$ cat src/rtl/core/uvep_pkg.sv
// Shared types and constants for the unit vector to equirectangular pixel block.
package uvep_pkg;

    // Angle accumulator width, units of 2^-32 turn
    localparam int ANG_W = 35;
    // Fraction width after the multiply, 2^-32 units
    localparam int UFRAC_W = 32;
    // Unsigned fraction width, holds 0 .. 2^32
    localparam int U_W = UFRAC_W + 1;
    // CORDIC operand prescale shift
    localparam int PRESCALE_SH = 16;

    // Configuration register indexes
    localparam logic REG_IMAGE_WIDTH  = 1'b0;
    localparam logic REG_IMAGE_HEIGHT = 1'b1;

    // atan(2^-i) in units of 2^-32 turn
    localparam logic [31:0] ATAN_TURNS [32] = '{
        32'h20000000, 32'h12E4051E, 32'h09FB385B, 32'h051111D4, 32'h028B0D43,
        32'h0145D7E1, 32'h00A2F61E, 32'h00517C55, 32'h0028BE53, 32'h00145F2F,
        32'h000A2F98, 32'h000517CC, 32'h00028BE6, 32'h000145F3, 32'h0000A2F9,
        32'h0000517D, 32'h000028BE, 32'h0000145F, 32'h00000A30, 32'h00000518,
        32'h0000028C, 32'h00000146, 32'h000000A3, 32'h00000051, 32'h00000029,
        32'h00000014, 32'h0000000A, 32'h00000005, 32'h00000003, 32'h00000001,
        32'h00000001, 32'h00000000
    };

    // Control that travels beside each item through the cell chain
    typedef struct packed {
        logic valid;
        logic pole;
    } t_ctl;

endpackage

$ cat src/rtl/core/uvep_sqrt_cell.sv
// One cell of the square root chain: settles one root bit per stage.
module uvep_sqrt_cell #(
    parameter int NW = 33,
    parameter int RW = 15,
    parameter int K  = 14
) (
    input  logic                 i_clk,
    input  logic                 i_rst_n,
    input  logic                 i_ce,
    input  uvep_pkg::t_ctl       i_ctl,
    input  logic signed [15:0]   i_x,
    input  logic signed [15:0]   i_y,
    input  logic signed [15:0]   i_z,
    input  logic [NW-1:0]        i_rem,
    input  logic [RW-1:0]        i_root,
    output uvep_pkg::t_ctl       o_ctl,
    output logic signed [15:0]   o_x,
    output logic signed [15:0]   o_y,
    output logic signed [15:0]   o_z,
    output logic [NW-1:0]        o_rem,
    output logic [RW-1:0]        o_root
);

    logic [NW-1:0] trial;
    logic [NW-1:0] n_rem;
    logic [RW-1:0] n_root;

    // Try setting this bit: remainder must cover 2*root*2^K + 2^2K
    always_comb begin
        trial  = (NW'(i_root) << (K + 1)) + (NW'(1) << (2 * K));
        n_rem  = i_rem;
        n_root = i_root;
        if (i_rem >= trial) begin
            n_rem  = i_rem - trial;
            n_root = i_root | (RW'(1) << K);
        end
    end

    // Advance control
    always_ff @(posedge i_clk) begin
        if (!i_rst_n) begin
            o_ctl <= '0;
        end else if (i_ce) begin
            o_ctl <= i_ctl;
        end
    end

    // Advance payload
    always_ff @(posedge i_clk) begin
        if (i_ce) begin
            o_x    <= i_x;
            o_y    <= i_y;
            o_z    <= i_z;
            o_rem  <= n_rem;
            o_root <= n_root;
        end
    end

endmodule

$ cat config.mk
export PLATFORM = sky130hd
export DESIGN_NAME = uvep_sqrt_cell
export DESIGN_NICKNAME = d
export VERILOG_FILES = /design/src/rtl/core/uvep_pkg.sv /design/src/rtl/core/uvep_sqrt_cell.sv
export SDC_FILE = /design/constraint.sdc
export NUM_CORES = 1
export LEC_CHECK = 0
export BUFFER_PORTS_ARGS = -buffer_cell sky130_fd_sc_hd__buf_2
export CAP_MARGIN = 10
export CORE_MARGIN = 5
export CORE_UTILIZATION = 47
export DETAILED_ROUTE_END_ITERATION = 12
export PLACE_DENSITY = 0.86
export SETUP_SLACK_MARGIN = 0.02
export SLEW_MARGIN = 10
export SYNTH_ARGS = -nofsm -noshare
export SYNTH_HDL_FRONTEND = slang
export SYNTH_SLANG_ARGS = --single-unit
$ cat constraint.sdc
create_clock -name i_clk -period 3.3 [get_ports i_clk]
set_input_delay 0.66 -clock i_clk [delete_from_list [all_inputs] [get_ports i_clk]]
set_output_delay 0.66 -clock i_clk [all_outputs]
set_load 0.005 [all_outputs]
# ---- Word level (Yosys, flattened, before mapping)
# Cells that the tools add are included.
dict set report op_classes {
  add_sub_neg 2
  magnitude_cmp 1
  mux 1
}
# operator count
set ops {}
lappend ops {{$ge 33x31->1} 1}
lappend ops {{$mux 33} 1}
lappend ops {{$sub 33x31->33} 1}
lappend ops {{$add 30x29->31 const B} 1}
dict set report word_totals {
  ff_bits 98
  in_bits 101
  output_inout_bits 98
}

# ---- Logic depth before layout (Yosys ltp)
# Gate-level depths: netlist (run 1).
dict set report depth {
  depth_word 3
  mapped_depth 10
  ltp_nobuf 9
}

# ---- Worst setup path before layout (run 1)
# OpenSTA, ideal clock, no wires.
dict set report synth_path {
  kind {input-to-reg}
  startpoint {input port i_rem[15]}
  endpoint {register o_rem[21], data pin}
  arrival_time_ns 2.574
  t_required_ns 3.040
  setup_slack_ns 0.466
  stages 10
  path_buffers 1
  path_cell_list {inv_1 > ha_1 > fa_1 > nand2b_1 > a21oi_2 > o2111ai_2 > o21ai_2 > a21o_4 > buf_12 > mux2_4}
}
dict set report synth_via {
  elab_chain_len 2
  elab_cells_between_ends 3
}
# element line_no
set synth_rtl {}
lappend synth_rtl {{from (decl)} uvep_sqrt_cell.sv:14} ;# input logic [NW-1:0] i_rem,
lappend synth_rtl {{$sub 33x31->33 / $ge 33x31->1 (equally long branches)} {uvep_sqrt_cell.sv:34, uvep_sqrt_cell.sv:33}}
lappend synth_rtl {{$mux 33 (*)} uvep_sqrt_cell.sv:33} ;# if (i_rem >= trial) begin
lappend synth_rtl {{named net n_rem[21]} uvep_sqrt_cell.sv:25} ;# logic [NW-1:0] n_rem;
lappend synth_rtl {{to (signal assigned)} uvep_sqrt_cell.sv:54} ;# o_rem <= n_rem;
lappend synth_rtl {{to (decl)} uvep_sqrt_cell.sv:20} ;# output logic [NW-1:0] o_rem,
# Mark *: on every way through the listed nets, which the timed path passes. The rest lies on a longest branch.
# A chain may end at the register's enable or synchronous reset.

# ---- Worst setup path after layout (run 1)
dict set report layout_path {
  startpoint {input port i_rem[15]}
  endpoint {register o_rem[18], data pin}
}
# The elaborated chain is that of the path after synthesis.

==> results of run 1 <==
synth_stat cells (4+ instances only):
cell type  instances
nor2_1            15
o21ai_0            8
nand2_1           11
nand2b_1           5
edfxtp_1          96
a21oi_1           13
nor2b_1            4
xnor2_1            4
mux2_4             9
mux2_2             5
ha_1              17
mux2i_1            5
xor2_1             9
inv_1             17
kinds of logic after synthesis:
logic type	Yosys count	share of synthesized area
flops	98	0.691
simple gates	58	0.0775
compound gates	44	0.0687
buf+inv	21	0.0234
mux	19	0.0571
fa+ha+maj	18	0.0550
xor+xnor	13	0.0269
power by group through the flow:
| stage | logic (uW) | clock network, uW | registers [uW] |
|---|---|---|---|
| 2_1_floorplan | 217 | 0 | 1580 |
| 3_3_place_gp | 476 | 0 | 1550 |
| 3_5_place_dp | 491 | 0 | 1560 |
| 4_1_cts | 493 | 746 | 1530 |
| 5_1_grt | 536 | 800 | 1540 |
| 6_report | 488 | 721 | 1530 |
worst max-delay path, cell delays in order:
cell and delay [ps]:
buf_2 70, inv_1 40, ha_1 220, fa_1 410
nand2b_1 190, a21oi_2 180, o2111ai_2 200, o21ai_2 250
a21o_4 310, mux2_2 380
flip-flops by register name (all words and copies together), names as in the netlist:
name and cells:
o_rem 33, o_x 16, o_y 16, o_z 16, o_root 15, o_ctl 2
per-layer routing:
metal | up-vias | GRT usage
li1 | 1447 | -
met1 | 1468 | 0.213
met2 | 148 | 0.342
met3 | 4 | 0.0697
met4 | 0 | 0.0584
met5 | - | 0
how the worst min path moves through the flow:
stage	from	endpoint	slack [ps]	depth (start not counted)
global placement	o_ctl[1]	o_ctl[1]	510	2
finish	i_z[9]	o_z[9]	470	1
floorplan	o_ctl[0]	o_ctl[0]	510	2
CTS	i_z[9]	o_z[9]	450	1
detailed placement	o_ctl[1]	o_ctl[1]	500	2
global route	i_y[8]	o_y[8]	440	1
per-stage QoR:
step,cell area [um2],util,power [uW],hold WS (ps),std cells
2_1_floorplan,4230,-,1800,507,271
6_report,5520,0.630,2740,473,592
4_1_cts,5520,0.630,2770,454,592
5_1_grt,5520,0.630,2870,443,592
3_3_place_gp,5340,0.610,2030,508,576
3_5_place_dp,5340,0.610,2050,504,576
layout make-up:
type	count	area [um2]	share of cell area
inverter	17	63.8	0.0116
sequential	98	2920	0.529
clock inverter	6	50.0	0.00906
clock buffer	10	128	0.0231
timing repair buffer	201	1020	0.184
tap	108	135	0.0245
multi-input combinational	152	1210	0.218
cell usage in the layout (no fill, tap or decap), types with 3 or more instances in the layout:
cell type,count
a31oi_1,3
mux2i_1,5
nor2b_1,4
xnor2_1,4
nor3_1,3
ha_1,17
nor2_1,15
inv_6,3
o21ai_0,8
buf_2,197
clkbuf_8,9
mux2_2,5
nand2b_1,5
nand4_1,3
mux2_4,9
inv_1,17
a21oi_1,13
nand2_1,11
xor2_1,9
edfxtp_1,96
o21ai_1,3
buf_4,4
==> results_dict.tcl, run 1 <==
set metrics [dict create \
    core.rowCount 34 \
    grt_pass1_vias 3118 \
    drive_gt1_frac 0.494 \
    n_fill_cell 715 \
    synthFlopType "edfxtp_1" \
    htree_levels 3 \
    tns_ps 0 \
    clkTransAtPathRegs_ps 100 \
    yosysUniqueCellTypes 48 \
    synthCells 271 \
    wl_um 10700 \
    startpoint "i_rem[15]" \
    cellLeakagePower_uw 0.00243 \
    hp-class "input port to flop" \
    fp.dieH_um 105 \
    dp_slack_ps 149 \
    status "finished, final reports clean" \
    nNetsFinal 598 \
    dpl.hpwl_um 8620 \
    firstDrtPassIters 4 \
    cts_tree "done" \
    grt.overflow.total 0 \
    finalCriticalPeriod_ps 2810 \
    dr_wl_met2_um 5560 \
    syn_nets 390 \
    drc_errors 0 \
    top_layer "met4" \
    rr_startpoint "o_ctl[0]" \
    synth_area_leaders "edfxtp_1, ha_1, mux2_4" \
    io_pins 199 \
    antennaDiodeCount 0 \
    setup_viol 0 \
    timing.final.max_slew_violations 0 \
    synth_area_um2 4230 \
    clockPowerShare 0.263 \
    via_per_inst 5.18 \
    rsz0062_at_grt "no" \
    skew_ps 0 \
    clock_tree.buffer_depth 2 \
    grt_start_max_net_pins 34 \
    die-width_um 105 \
    power.density_nw_per_um2 496 \
    synth-warning-count 0 \
    tightest_slew_ps 514 \
    track_usage 0.192 \
    wire_per_inst_um 18.1 \
    power.switching_uw 706 \
    synth_edf_count 96 \
    worstSkewPairLatency_ps 350 \
    post-route-period-util 0.852 \
    clockRootBuffer "clkbuf_8" \
    syn_to_final_growth_pct 30.6 \
    place.gp.congestion 0.966 \
    path_class "input port to flop" \
    grt_pass1_wl_um 16500 \
    p_int_uw 2030 \
    cts_buffers 9 \
    ys_ff_latch 98 \
    critPathMaxFanout 14 \
    seqPwrFrac 0.558 \
    start_util 0.482 \
    endpoint_kind "flop" \
    ys_async_sr_fraction 0 \
    arrival_ps 2920 \
    ff2ff_path_depth 2 \
    peakVddDrop_mv 0.206 \
    wl_met3_um 1070 \
    ctsResizeCount 0 \
    crit_path_start_kind "input port" \
    wl_met1_um 3990 \
    hold_viol 0 \
    dr_total_vias 3067 \
    antenna_left 0 \
    post_cts_buffers 0 \
    numClockSinks 98 \
    max_freq_ghz 0.356 \
    r2r-end "o_ctl[0]" \
    syn_avg_cell_area_um2 15.6 \
    drtIter0Drc 170 \
    antenna_found_initial 0 \
    setup_ws_ps 488 \
    timing.max_cap.violations 0 \
    swShare 0.258 \
    r2r_slack_ps 2680 \
    holdBufCountCts 0 \
    required_ps 3410 \
    portBuffers 198 \
    synth.top_cell.area_share 0.682 \
    die-area_um2 11000 \
    combPwrFrac 0.178 \
    coreArea_um2 8760 \
    slew_headroom 0.657 \
    setup.worst_path.end "o_rem[18]" \
    synth-seq-area-share 0.691 \
    synth_area_leader_cell "edfxtp_1" \
]
Note: power is estimated with default switching activity, not from simulation.
==> run 2, diff against run 1 <==
ABC_AREA = 1   (was default)
CORE_UTILIZATION = 48   (was 47)
==> run 2 against run 1 <==
  * Clock power up 2%
  * Flip-flop and latch count unchanged
  * Register-to-register slack about the same
  * Setup slack better by 450 ps
  * Synthesized cell count up 58%
  * Core utilization up 0.50 points
  * Highest routed layer unchanged
==> results_dict.tcl, run 2 <==
set metrics [dict create \
    status "finished, final reports clean" \
    combPwrFrac 0.186 \
    slew_headroom 0.558 \
    multi_input_area_um2 1340 \
    startpoint "i_root[13]" \
    timing.final.max_slew_violations 0 \
    via_per_inst 4.82 \
    core.rowCount 35 \
    grt_pass1_vias 3670 \
    largest_register "o_rem" \
    setup.worst_path.end "o_root[14]" \
    finalCriticalPeriod_ps 2360 \
    max_freq_ghz 0.424 \
    yosysMostFrequentCell "nand2_1" \
    clockRootBuffer "clkbuf_8" \
    wl_um 12500 \
    post-route-util 0.635 \
    drc_errors 0 \
    firstDrtPassIters 4 \
    largest_reg_flops 33 \
    start_util 0.491 \
    holdBufCountCts 0 \
    critPathMaxFanout 18 \
    power.density_nw_per_um2 474 \
    yosysUniqueCellTypes 25 \
    synth.top_cell.area_share 0.636 \
    die-area_um2 11500 \
    setup_viol 0 \
    dp_slack_ps 552 \
    tightest_slew_ps 663 \
    final_common_cell "buf_2" \
    grt.overflow.total 0 \
    cts_tree "done" \
    drive_gt1_frac 0.378 \
    synth_area_um2 4540 \
    synth_area_leader_cell "edfxtp_1" \
    endpoint_kind "flop" \
    htree_levels 3 \
    ctsResizeCount 0 \
    postPlaceCellArea_um2 5680 \
    post-route-period-util 0.715 \
    wire_per_inst_um 16.3 \
    synthFlopType "edfxtp_1" \
    numClockSinks 98 \
    post_cts_buffers 0 \
    synthCells 427 \
    grt_start_max_net_pins 54 \
    p_int_uw 2020 \
    cellLeakagePower_uw 0.00289 \
    swShare 0.273 \
    timing.max_cap.violations 0 \
    seq_area_um2 2920 \
    worstSkewPairLatency_ps 370 \
    final_cell_mix "buf_2, nand2_1, edfxtp_1" \
    rsz0062_at_grt "no" \
    rr_startpoint "o_ctl[0]" \
    dr_total_vias 3703 \
    design_area_um2 5870 \
    arrival_ps 2480 \
    clock_tree.buffer_depth 2 \
    portBuffers 198 \
    n_fill_cell 759 \
    clkTransAtPathRegs_ps 100 \
    dpl.hpwl_um 9970 \
    fp.dieH_um 107 \
    ys_async_sr_fraction 0 \
    die-width_um 107 \
    place.gp.congestion 0.893 \
    synth-warning-count 0 \
    ff2ff_path_depth 2 \
    synth_area_leaders "edfxtp_1, nand2_1, inv_1" \
    synth_edf_count 96 \
    hold_viol 0 \
    ys_top_cells_by_count "nand2_1, edfxtp_1, inv_1" \
    track_usage 0.213 \
    crit_path_start_kind "input port" \
    peakVddDrop_mv 0.218 \
    seqPwrFrac 0.550 \
    r2r-end "o_ctl[0]" \
    whs_ps 464 \
    power.switching_uw 759 \
    required_ps 3420 \
    io_pins 199 \
    drtIter0Drc 227 \
    coreArea_um2 9240 \
    ys_ff_latch 98 \
    nNetsFinal 754 \
    antenna_left 0 \
    synth-seq-area-share 0.644 \
    cts_buffers 9 \
    syn_to_final_growth_pct 29.4 \
    path_class "input port to flop" \
    syn_nets 546 \
    setup_ws_ps 941 \
    syn_avg_cell_area_um2 10.6 \
    skew_ps 0 \
    antennaDiodeCount 0 \
    tns_ps 0 \
    hp-class "input port to flop" \
    r2r_slack_ps 2670 \
    grt_pass1_wl_um 18700 \
    clockPowerShare 0.264 \
    antenna_found_initial 0 \
]
run 2: per-stage QoR:
stage	total power, uW	std cells
floorplan	1810	427
global placement	2060	753
detailed placement	2080	753
CTS	2820	769
global route	2930	769
finish	2780	769
run 2: cell families after synthesis:
kind of cell             after synthesis  synth area share
buffers and inverters                 67            0.0596
flip-flops                            98             0.644
XOR/XNOR                               9            0.0174
adder cells (fa/ha/maj)               18            0.0513
AO/OA/AOI/OAI                         16            0.0185
AND/OR/NAND/NOR                      219             0.209
run 2: area by class of cell:
class | count | area share
Tap cell | 129 | 0.0275
Clock buffer | 11 | 0.0241
Clock inverter | 5 | 0.00725
Multi-Input combinational cell | 262 | 0.229
Timing Repair Buffer | 199 | 0.173
Inverter | 65 | 0.0416
Sequential cell | 98 | 0.498
run 2: layer usage:
metal	up-vias	routed length, um	GRT usage
met3	13	1480	0.0945
li1	1802	-	-
met5	-	0	0
met4	0	172	0.0603
met1	1717	4370	0.219
met2	171	6480	0.390
run 2: power groups by stage:
stage | Clock [uW] | Combinational [uW] | Sequential (uW)
finish | 735 | 518 | 1530
detailed placement | 0 | 520 | 1560
CTS | 762 | 523 | 1530
global route | 815 | 578 | 1540
floorplan | 0 | 230 | 1580
global placement | 0 | 507 | 1550
run 2: critical path, stage by stage:
cell and delay, ps:
buf_2 120, ha_1 270, inv_1 40, ha_1 320
nand2_1 140, inv_2 50, nand2_1 70, inv_2 40
nand2_1 80, inv_2 40, nand2_1 60, nor2_2 40
nor2_2 120, nand2_4 170, or2_1 250
run 2: how the worst min path moves through the flow:
stage / startpoint / endpoint / slack, ps / cells after the start
2_1_floorplan: o_ctl[1] / o_ctl[1] / 490 / 2
3_5_place_dp: o_ctl[1] / o_ctl[1] / 500 / 2
5_1_grt: i_z[5] / o_z[5] / 430 / 1
6_report: i_y[10] / o_y[10] / 460 / 1
3_3_place_gp: o_ctl[1] / o_ctl[1] / 480 / 2
4_1_cts: i_x[1] / o_x[1] / 440 / 1
